**config.mk**
```make
export PLATFORM = sky130hd
export DESIGN_NAME = mixed_fraction_alu
export DESIGN_NICKNAME = d
export VERILOG_FILES = /design/src/design/mfa_pkg.sv /design/src/design/mixed_fraction_alu.sv /design/src/design/mfa_dp.sv /design/src/design/mfa_ctrl.sv
export SDC_FILE = /design/constraint.sdc
export NUM_CORES = 2
export LEC_CHECK = 0
export ABC_CLOCK_PERIOD_IN_PS = 43400
export BUFFER_PORTS_ARGS = -buffer_cell sky130_fd_sc_hd__buf_2
export CORE_MARGIN = 10
export CORE_UTILIZATION = 58
export CTS_CLUSTER_DIAMETER = 200
export DETAILED_ROUTE_END_ITERATION = 12
export PLACE_DENSITY_LB_ADDON = 0.12
export REMOVE_ABC_BUFFERS = 1
export SLEW_MARGIN = 30
export SYNTH_ARGS = -nofsm -noshare
export SYNTH_HDL_FRONTEND = slang
export SYNTH_HIERARCHICAL = 1
export SYNTH_SLANG_ARGS = --single-unit
```
**constraint.sdc**
```tcl
create_clock -name clk -period 43.4 [get_ports clk]
set_input_delay 2.17 -clock clk [delete_from_list [all_inputs] [get_ports clk]]
set_output_delay 2.17 -clock clk [all_outputs]
set_load 0.005 [all_outputs]
```
**src/design/mfa_pkg.sv**
```systemverilog
// Shared types and constants for the mixed fraction ALU.
// Used by mfa_ctrl, mfa_dp and mixed_fraction_alu; depends on nothing.
package mfa_pkg;

  localparam int OPERAND_WIDTH = 16;
  localparam int FIELD_W = 16;
  localparam int IMP_W = 2 * FIELD_W;
  localparam int PROD_W = 2 * IMP_W;
  localparam int DEN_W = 48;
  localparam int RES_NUM_W = 48;
  localparam int RES_DEN_W = 49;
  localparam int CNT_W = 6;

  typedef enum logic [1:0] {
    FUNC_ADD = 2'd0,
    FUNC_MUL = 2'd1,
    FUNC_DIV = 2'd2,
    FUNC_NIL = 2'd3
  } func_t;

  typedef enum logic [3:0] {
    OP_NONE,
    OP_CAPTURE,
    OP_MUL_AW,
    OP_ADD_A,
    OP_MUL_BW,
    OP_ADD_B,
    OP_MUL_NUM,
    OP_SET_NUM,
    OP_MUL_DEN,
    OP_SET_DEN,
    OP_MUL_X,
    OP_ADD_NUM,
    OP_DIV_LOAD,
    OP_DIV_STEP,
    OP_TAKE,
    OP_OUT
  } op_t;

  typedef enum logic [1:0] {
    SEL_MAIN,
    SEL_GCD,
    SEL_RN,
    SEL_RD
  } dsel_t;

  typedef enum logic [1:0] {
    OUT_ADD,
    OUT_NIL,
    OUT_DZ
  } osel_t;

  typedef struct packed {
    op_t   op;
    dsel_t dsel;
    osel_t osel;
  } cmd_t;

  typedef struct packed {
    func_t func;
    logic  bn_zero;
    logic  gy_zero;
    logic  div_last;
  } stat_t;

endpackage

```
**src/design/mixed_fraction_alu.sv**
```systemverilog
// From the accepting edge to the done beat, an add runs the product steps and one division;
// operation code 3 or a divide by zero ends after the operand products and the check; multiply
// and divide add the Euclid modulo steps and two reducing divisions; each division is a 64-step radix-2 loop.
// One item at a time: busy drops the cycle after done. The receiver cannot stall.
// Synchronous active-high reset returns the controller to idle.
// Top level of the mixed fraction ALU; depends on mfa_pkg, mfa_ctrl, mfa_dp.
module mixed_fraction_alu (
  input  logic                          clk,
  input  logic                          rst,
  input  logic                          start,
  output logic                          busy,
  output logic                          done,
  input  logic [1:0]                    func,
  input  logic [15:0]                   a_integer,
  input  logic [15:0]                   a_numerator,
  input  logic [15:0]                   a_denominator,
  input  logic [15:0]                   b_integer,
  input  logic [15:0]                   b_numerator,
  input  logic [15:0]                   b_denominator,
  output logic [63:0]                   res_integer,
  output logic [mfa_pkg::RES_NUM_W-1:0] res_numerator,
  output logic [mfa_pkg::RES_DEN_W-1:0] res_denominator,
  output logic                          div_zero
);

  mfa_pkg::cmd_t  cmd;
  mfa_pkg::stat_t stat;

  mfa_ctrl u_ctrl (
    .clk   (clk),
    .rst   (rst),
    .start (start),
    .stat  (stat),
    .cmd   (cmd),
    .busy  (busy),
    .done  (done)
  );

  mfa_dp u_dp (
    .clk             (clk),
    .cmd             (cmd),
    .stat            (stat),
    .func            (func),
    .a_integer       (a_integer),
    .a_numerator     (a_numerator),
    .a_denominator   (a_denominator),
    .b_integer       (b_integer),
    .b_numerator     (b_numerator),
    .b_denominator   (b_denominator),
    .res_integer     (res_integer),
    .res_numerator   (res_numerator),
    .res_denominator (res_denominator),
    .div_zero        (div_zero)
  );

endmodule

```
**src/design/mfa_dp.sv**
```systemverilog
// Datapath of the mixed fraction ALU: operand registers, a shared 32x32
// multiplier and a radix-2 restoring divider used for quotient, Euclid and reduction.
// Depends on mfa_pkg.
module mfa_dp (
  input  logic                        clk,
  input  mfa_pkg::cmd_t               cmd,
  output mfa_pkg::stat_t              stat,
  input  logic [1:0]                  func,
  input  logic [15:0]                 a_integer,
  input  logic [15:0]                 a_numerator,
  input  logic [15:0]                 a_denominator,
  input  logic [15:0]                 b_integer,
  input  logic [15:0]                 b_numerator,
  input  logic [15:0]                 b_denominator,
  output logic [63:0]                 res_integer,
  output logic [mfa_pkg::RES_NUM_W-1:0] res_numerator,
  output logic [mfa_pkg::RES_DEN_W-1:0] res_denominator,
  output logic                        div_zero
);

  localparam int OW = mfa_pkg::OPERAND_WIDTH;
  localparam int FW = mfa_pkg::FIELD_W;
  localparam int IW = mfa_pkg::IMP_W;
  localparam int PW = mfa_pkg::PROD_W;
  localparam int DW = mfa_pkg::DEN_W;

  mfa_pkg::func_t fn;
  logic [FW-1:0] wa, na, da, wb, nb, db;
  logic [IW-1:0] an, bn;
  logic [PW-1:0] prod, num, whole, dq;
  logic [DW-1:0] den, rem, gx, gy, dd, dr, onum;
  logic [mfa_pkg::CNT_W-1:0] cnt;
  logic [IW-1:0] ma, mb;
  logic [DW:0] rr, diff;
  logic ge;
  logic [FW-1:0] a_d, b_d;

  assign a_d = FW'(a_denominator[OW-1:0]);
  assign b_d = FW'(b_denominator[OW-1:0]);

  always_comb begin
    ma = '0;
    mb = '0;
    case (cmd.op)
      mfa_pkg::OP_MUL_AW: begin
        ma = IW'(wa);
        mb = IW'(da);
      end
      mfa_pkg::OP_MUL_BW: begin
        ma = IW'(wb);
        mb = IW'(db);
      end
      mfa_pkg::OP_MUL_NUM: begin
        ma = an;
        mb = (fn == mfa_pkg::FUNC_MUL) ? bn : IW'(db);
      end
      mfa_pkg::OP_MUL_DEN: begin
        ma = IW'(da);
        mb = (fn == mfa_pkg::FUNC_DIV) ? bn : IW'(db);
      end
      mfa_pkg::OP_MUL_X: begin
        ma = bn;
        mb = IW'(da);
      end
      default: begin
        ma = '0;
        mb = '0;
      end
    endcase
  end

  assign rr = {dr, dq[PW-1]};
  assign diff = rr - {1'b0, dd};
  assign ge = rr >= {1'b0, dd};

  always_ff @(posedge clk) begin
    prod <= ma * mb;
    case (cmd.op)
      mfa_pkg::OP_CAPTURE: begin
        fn <= mfa_pkg::func_t'(func);
        wa <= FW'(a_integer[OW-1:0]);
        na <= FW'(a_numerator[OW-1:0]);
        da <= (a_d == '0) ? FW'(1) : a_d;
        wb <= FW'(b_integer[OW-1:0]);
        nb <= FW'(b_numerator[OW-1:0]);
        db <= (b_d == '0) ? FW'(1) : b_d;
      end
      mfa_pkg::OP_ADD_A: an <= prod[IW-1:0] + IW'(na);
      mfa_pkg::OP_ADD_B: bn <= prod[IW-1:0] + IW'(nb);
      mfa_pkg::OP_SET_NUM: num <= prod;
      mfa_pkg::OP_SET_DEN: den <= prod[DW-1:0];
      mfa_pkg::OP_ADD_NUM: num <= num + prod;
      mfa_pkg::OP_DIV_LOAD: begin
        dr <= '0;
        cnt <= '1;
        case (cmd.dsel)
          mfa_pkg::SEL_MAIN: begin
            dq <= num;
            dd <= den;
          end
          mfa_pkg::SEL_GCD: begin
            dq <= PW'(gx);
            dd <= gy;
          end
          mfa_pkg::SEL_RN: begin
            dq <= PW'(rem);
            dd <= gx;
          end
          default: begin
            dq <= PW'(den);
            dd <= gx;
          end
        endcase
      end
      mfa_pkg::OP_DIV_STEP: begin
        dr <= ge ? diff[DW-1:0] : rr[DW-1:0];
        dq <= {dq[PW-2:0], ge};
        cnt <= cnt - 1'b1;
      end
      mfa_pkg::OP_TAKE: begin
        case (cmd.dsel)
          mfa_pkg::SEL_MAIN: begin
            whole <= dq;
            rem <= dr;
            gx <= dr;
            gy <= den;
          end
          mfa_pkg::SEL_GCD: begin
            gx <= gy;
            gy <= dr;
          end
          mfa_pkg::SEL_RN: onum <= dq[DW-1:0];
          default: begin
            res_integer <= whole;
            res_numerator <= onum;
            res_denominator <= {1'b0, dq[DW-1:0]};
            div_zero <= 1'b0;
          end
        endcase
      end
      mfa_pkg::OP_OUT: begin
        case (cmd.osel)
          mfa_pkg::OUT_ADD: begin
            res_integer <= whole;
            res_numerator <= rem;
            res_denominator <= {1'b0, den};
            div_zero <= 1'b0;
          end
          mfa_pkg::OUT_DZ: begin
            res_integer <= '0;
            res_numerator <= '0;
            res_denominator <= '0;
            div_zero <= 1'b1;
          end
          default: begin
            res_integer <= '0;
            res_numerator <= '0;
            res_denominator <= mfa_pkg::RES_DEN_W'(1);
            div_zero <= 1'b0;
          end
        endcase
      end
      default: begin
      end
    endcase
  end

  assign stat.func = fn;
  assign stat.bn_zero = (bn == '0);
  assign stat.gy_zero = (gy == '0);
  assign stat.div_last = (cnt == '0);

endmodule

```
**src/design/mfa_ctrl.sv**
```systemverilog
// Controller of the mixed fraction ALU: sequences the datapath through
// operand loading, products, division, the Euclid loop and reduction. Depends on mfa_pkg.
module mfa_ctrl (
  input  logic           clk,
  input  logic           rst,
  input  logic           start,
  input  mfa_pkg::stat_t stat,
  output mfa_pkg::cmd_t  cmd,
  output logic           busy,
  output logic           done
);

  typedef enum logic [26:0] {
    S_IDLE   = 27'd1 << 0,
    S_MAW    = 27'd1 << 1,
    S_ADA    = 27'd1 << 2,
    S_MBW    = 27'd1 << 3,
    S_ADB    = 27'd1 << 4,
    S_CHK    = 27'd1 << 5,
    S_MNUM   = 27'd1 << 6,
    S_SNUM   = 27'd1 << 7,
    S_MDEN   = 27'd1 << 8,
    S_SDEN   = 27'd1 << 9,
    S_MX     = 27'd1 << 10,
    S_ANUM   = 27'd1 << 11,
    S_DLD    = 27'd1 << 12,
    S_DSTEP  = 27'd1 << 13,
    S_DTAKE  = 27'd1 << 14,
    S_OADD   = 27'd1 << 15,
    S_GCHK   = 27'd1 << 16,
    S_GLD    = 27'd1 << 17,
    S_GSTEP  = 27'd1 << 18,
    S_GTAKE  = 27'd1 << 19,
    S_NLD    = 27'd1 << 20,
    S_NSTEP  = 27'd1 << 21,
    S_NTAKE  = 27'd1 << 22,
    S_RLD    = 27'd1 << 23,
    S_RSTEP  = 27'd1 << 24,
    S_RTAKE  = 27'd1 << 25,
    S_FIN    = 27'd1 << 26
  } state_t;

  state_t state, state_next;

  always_ff @(posedge clk) begin
    if (rst) begin
      state <= S_IDLE;
    end else begin
      state <= state_next;
    end
  end

  always_comb begin
    state_next = state;
    cmd.op = mfa_pkg::OP_NONE;
    cmd.dsel = mfa_pkg::SEL_MAIN;
    cmd.osel = mfa_pkg::OUT_NIL;
    case (state)
      S_IDLE: begin
        if (start) begin
          cmd.op = mfa_pkg::OP_CAPTURE;
          state_next = S_MAW;
        end
      end
      S_MAW: begin
        cmd.op = mfa_pkg::OP_MUL_AW;
        state_next = S_ADA;
      end
      S_ADA: begin
        cmd.op = mfa_pkg::OP_ADD_A;
        state_next = S_MBW;
      end
      S_MBW: begin
        cmd.op = mfa_pkg::OP_MUL_BW;
        state_next = S_ADB;
      end
      S_ADB: begin
        cmd.op = mfa_pkg::OP_ADD_B;
        state_next = S_CHK;
      end
      S_CHK: begin
        if (stat.func == mfa_pkg::FUNC_NIL) begin
          cmd.op = mfa_pkg::OP_OUT;
          cmd.osel = mfa_pkg::OUT_NIL;
          state_next = S_FIN;
        end else if (stat.func == mfa_pkg::FUNC_DIV && stat.bn_zero) begin
          cmd.op = mfa_pkg::OP_OUT;
          cmd.osel = mfa_pkg::OUT_DZ;
          state_next = S_FIN;
        end else begin
          state_next = S_MNUM;
        end
      end
      S_MNUM: begin
        cmd.op = mfa_pkg::OP_MUL_NUM;
        state_next = S_SNUM;
      end
      S_SNUM: begin
        cmd.op = mfa_pkg::OP_SET_NUM;
        state_next = S_MDEN;
      end
      S_MDEN: begin
        cmd.op = mfa_pkg::OP_MUL_DEN;
        state_next = S_SDEN;
      end
      S_SDEN: begin
        cmd.op = mfa_pkg::OP_SET_DEN;
        state_next = (stat.func == mfa_pkg::FUNC_ADD) ? S_MX : S_DLD;
      end
      S_MX: begin
        cmd.op = mfa_pkg::OP_MUL_X;
        state_next = S_ANUM;
      end
      S_ANUM: begin
        cmd.op = mfa_pkg::OP_ADD_NUM;
        state_next = S_DLD;
      end
      S_DLD: begin
        cmd.op = mfa_pkg::OP_DIV_LOAD;
        cmd.dsel = mfa_pkg::SEL_MAIN;
        state_next = S_DSTEP;
      end
      S_DSTEP: begin
        cmd.op = mfa_pkg::OP_DIV_STEP;
        if (stat.div_last) begin
          state_next = S_DTAKE;
        end
      end
      S_DTAKE: begin
        cmd.op = mfa_pkg::OP_TAKE;
        cmd.dsel = mfa_pkg::SEL_MAIN;
        state_next = (stat.func == mfa_pkg::FUNC_ADD) ? S_OADD : S_GCHK;
      end
      S_OADD: begin
        cmd.op = mfa_pkg::OP_OUT;
        cmd.osel = mfa_pkg::OUT_ADD;
        state_next = S_FIN;
      end
      S_GCHK: begin
        state_next = stat.gy_zero ? S_NLD : S_GLD;
      end
      S_GLD: begin
        cmd.op = mfa_pkg::OP_DIV_LOAD;
        cmd.dsel = mfa_pkg::SEL_GCD;
        state_next = S_GSTEP;
      end
      S_GSTEP: begin
        cmd.op = mfa_pkg::OP_DIV_STEP;
        if (stat.div_last) begin
          state_next = S_GTAKE;
        end
      end
      S_GTAKE: begin
        cmd.op = mfa_pkg::OP_TAKE;
        cmd.dsel = mfa_pkg::SEL_GCD;
        state_next = S_GCHK;
      end
      S_NLD: begin
        cmd.op = mfa_pkg::OP_DIV_LOAD;
        cmd.dsel = mfa_pkg::SEL_RN;
        state_next = S_NSTEP;
      end
      S_NSTEP: begin
        cmd.op = mfa_pkg::OP_DIV_STEP;
        if (stat.div_last) begin
          state_next = S_NTAKE;
        end
      end
      S_NTAKE: begin
        cmd.op = mfa_pkg::OP_TAKE;
        cmd.dsel = mfa_pkg::SEL_RN;
        state_next = S_RLD;
      end
      S_RLD: begin
        cmd.op = mfa_pkg::OP_DIV_LOAD;
        cmd.dsel = mfa_pkg::SEL_RD;
        state_next = S_RSTEP;
      end
      S_RSTEP: begin
        cmd.op = mfa_pkg::OP_DIV_STEP;
        if (stat.div_last) begin
          state_next = S_RTAKE;
        end
      end
      S_RTAKE: begin
        cmd.op = mfa_pkg::OP_TAKE;
        cmd.dsel = mfa_pkg::SEL_RD;
        state_next = S_FIN;
      end
      S_FIN: begin
        state_next = S_IDLE;
      end
      default: begin
        state_next = S_IDLE;
      end
    endcase
  end

  // The final division hands its quotient over in the cycle before the beat.
  logic rd_take;
  always_ff @(posedge clk) begin
    if (rst) begin
      rd_take <= 1'b0;
    end else begin
      rd_take <= (state == S_RTAKE);
    end
  end

  assign busy = (state != S_IDLE);
  assign done = (state == S_FIN);

  assert property (@(posedge clk) disable iff (rst) $onehot(state))
    else $error("controller state is not one-hot");
  assert property (@(posedge clk) disable iff (rst) done |=> !done)
    else $error("result beat lasted more than one cycle");
  assert property (@(posedge clk) disable iff (rst) (start && !busy) |=> busy)
    else $error("accepted item did not raise busy");
  assert property (@(posedge clk) disable iff (rst) rd_take |-> done)
    else $error("reduced result not presented after final division");

endmodule
```
==> impl_metrics.toml <==
[status]
status = "finished, final reports clean"

[grt]
grt.total_usage_pct = 30.5
gr-usage-met3_pct = 5.54
busiest_layer = "met2"
grt_use_met2_pct = 47.8
met1_usage_pct = 41.7
grt_pass1_wl_microns = 351000
antenna_found_initial = 4
overflow = 0
grt_max_degree = 88
grt_pass1_vias = 57200

[power]
power_density_mw_per_mm2 = 22.6
ir_drop_v = 0.0000281
combPwrFrac_pct = 2.7
seqPwrFrac_pct = 52.5
power.internal_mw = 1.50
netSwitchingPower_uw = 403
pwr-share-clk_pct = 44.8
swShare_pct = 21.2
p_leak_nw = 35.9

[setup_path]
crit_path_end_kind = "flip-flop"
reg2reg_slack_ns = 30.28
crit_arrival_ns = 13.69
crit_required_ns = 43.96
start_kind = "flip-flop"
cpPeakStageDelay_ns = 0.64
path_max_fanout = 50
worstSetupPathType = "flip-flop to flip-flop"
cpMostUsedCell = "fa_1"
critPathSlowestCell = "fa_1"

[layout]
utilization_pct = 63.1
syn_to_final_growth_pct = 7.94
finalNetCount = 9073
final_cell_count_no_fill = 9516
ff_latch_area_sq_mm = 0.0276
layout_common_cells = "nand2_1, inv_1, fa_1"
drive_above_1_share_pct = 9.77
fillCellCount = 10900
multi_input_area_sq_mm = 0.0454
layout_commonest_cell = "nand2_1"
fin_area_sq_mm = 0.0844

[synthesis]
synthCells = 7613
ys_seq_elements = 948
async_reset_ff_share_pct = 0
synth_ff_type = "edfxtp_1"
yosysWarnings = 6
syn_avg_cell_area_sq_um = 10.3
synth.yosys.seq_area_share_pct = 35.3
synth.distinct_cells = 102
syn_area_sq_mm = 0.0782
synth_edf_count = 857

[timing]
relSlewSlack_pct = 27.7
rsz0062_at_grt = "false"
slew_viol_final = 0
max_clock_freq_mhz = 76.2
finClkSkew_ns = 0.0487
setup_viol = 0
setup_tns_ns = 0
final.min_clock_period_ns = 13.12
tightest_slew_ns = 1.08
final.setup.worst_slack_ns = 30.28
finalCritPeriodShare_pct = 30.2
hold_violations = 0

[clock_tree]
clock_sinks = 948
cts_buffers = 98
cts.clk_slew.worst_paths_ns = 0.06
clkLatencyLatePin_ns = 0.72
cts_tree = "built"
cts_setup_buffers = 0
cts_resized = 0
postCtsHoldBufs = 0
cts.htree.levels = 3
clk_path_buf_depth = 3
root_buffer = "clkbuf_16"

[die]
die_height_microns = 387
std_cell_rows = 134
core_area_sq_mm = 0.134
io_pins = 265
die_w_microns = 387
die_area_sq_mm = 0.150
start_util_pct = 58.5

[routing]
drtIter0Drc = 5683
wl_per_cell_microns = 24.3
drt_first_pass_iters = 7
avgViaCountPerCell = 5.94
drt-total-wl_microns = 231000
drcViolationCount = 0
drtAntennaViolNets = 0
num_vias = 56600

[min_path]
hold_class = "flip-flop to flip-flop"

[place]
place_hpwl_microns = 177000
portBuffers = 263
post-place-ws_ns = 30.15
routabilityCongestion = 0.994
dp_cells = 9329
place_area_sq_mm = 0.0811

[job]
cap_violations = 0
==> kinds of logic (layout without fill, tap and decap cells) <==
family | count (synthesis) | in the layout | share of synthesized area [%]
muxes | 234 | 234 | 3.92
other | 1 | 4 | 0.00480
AOI/OAI and AO/OA | 965 | 965 | 7.87
and+or+nand+nor | 2505 | 2505 | 13.9
xor gates and xnor gates | 223 | 223 | 2.50
DFF | 948 | 948 | 35.3
buffers and inverters | 1429 | 1561 | 6.96
adders and majority gates | 1308 | 1308 | 29.6
==> through the flow <==
stage	total power, mW	hold WS, ns
5_1_grt	1.96	0.459
2_1_floorplan	1.05	0.426
3_3_place_gp	1.07	0.433
3_5_place_dp	1.07	0.435
4_1_cts	1.92	0.450
6_report	1.91	0.449
==> sequential cells by signal, summed over array words and instances (netlist names), 27 cells and up <==
register,flops
u_dp/gy,48
u_dp/res_denominator,48
u_dp/gx,48
u_dp/an,32
u_dp/res_numerator,48
u_dp/onum,48
u_dp/num,64
u_dp/rem,48
u_dp/dr,48
u_dp/prod,64
u_dp/res_integer,64
u_dp/dd,48
u_dp/bn,32
u_dp/dq,64
u_dp/whole,64
u_dp/den,48
u_ctrl/state,27
==> cells in the mapped netlist (32+ instances only) <==
cell type | number | area, sq um
xnor2_1 | 143 | 1250
and2_1 | 106 | 663
nor2_1 | 743 | 2790
edfxtp_1 | 857 | 25700
mux2i_1 | 91 | 911
xor2_1 | 80 | 701
a21oi_1 | 200 | 1000
dfxtp_1 | 91 | 1820
o21ai_1 | 45 | 225
nor4_1 | 35 | 219
nand3_1 | 71 | 355
a21o_1 | 138 | 1040
mux2_2 | 95 | 1070
a22oi_1 | 47 | 353
inv_1 | 1008 | 3780
nor2b_1 | 34 | 213
ha_1 | 408 | 5100
nand4_1 | 73 | 457
fa_1 | 900 | 18000
mux4_2 | 48 | 1080
o21ai_0 | 279 | 1400
nand2b_1 | 43 | 269
o21bai_1 | 32 | 240
nor3_1 | 57 | 285
nand2_1 | 1211 | 4550
clkbuf_1 | 376 | 1410
==> worst max-delay path: cells and delay by family, from the launching register on <==
kind	cells	cell delay, ns
fa+ha+maj	9	4.59
buf+inv	5	1.16
compound gates	7	2.04
flops	1	0.35
simple gates	15	4.60
xor+xnor	1	0.16
==> worst paths after layout <==
check	startpoint	end	depth (start not counted)
worst max-delay path	u_ctrl/state[16]	u_dp/prod[63]	37
worst min register to register	u_dp/dq[61]	u_dp/whole[61]	0
worst max register to register	u_ctrl/state[16]	u_dp/prod[63]	37
worst min-delay path	u_dp/dq[61]	u_dp/whole[61]	0
==> area by class of cell <==
cell class                      count  area share (%)
Timing Repair Buffer              372            2.61
Tap cell                         1768            2.62
Multi-Input combinational cell   5236            53.8
Antenna cell                        3         0.00890
Clock inverter                     55           0.728
Sequential cell                   948            32.7
Inverter                         1008            4.48
Clock buffer                      126            3.13
==> layer usage <==
layer  vias to the layer above  share of wire [%]
met3                       529                9.3
met4                         2                5.1
met1                     28200                 41
met2                      2749                 45
li1                      25100                  -
met5                         -             0.0056
==> power by group through the flow <==
stage | clock network, mW | logic [mW] | registers [mW]
2_1_floorplan | 0 | 0.0296 | 1.02
3_3_place_gp | 0 | 0.0507 | 1.02
3_5_place_dp | 0 | 0.0509 | 1.02
4_1_cts | 0.871 | 0.0513 | 1.00
5_1_grt | 0.907 | 0.0558 | 1.00
6_report | 0.854 | 0.0523 | 1.00
Power figures use the tool's default switching activity.
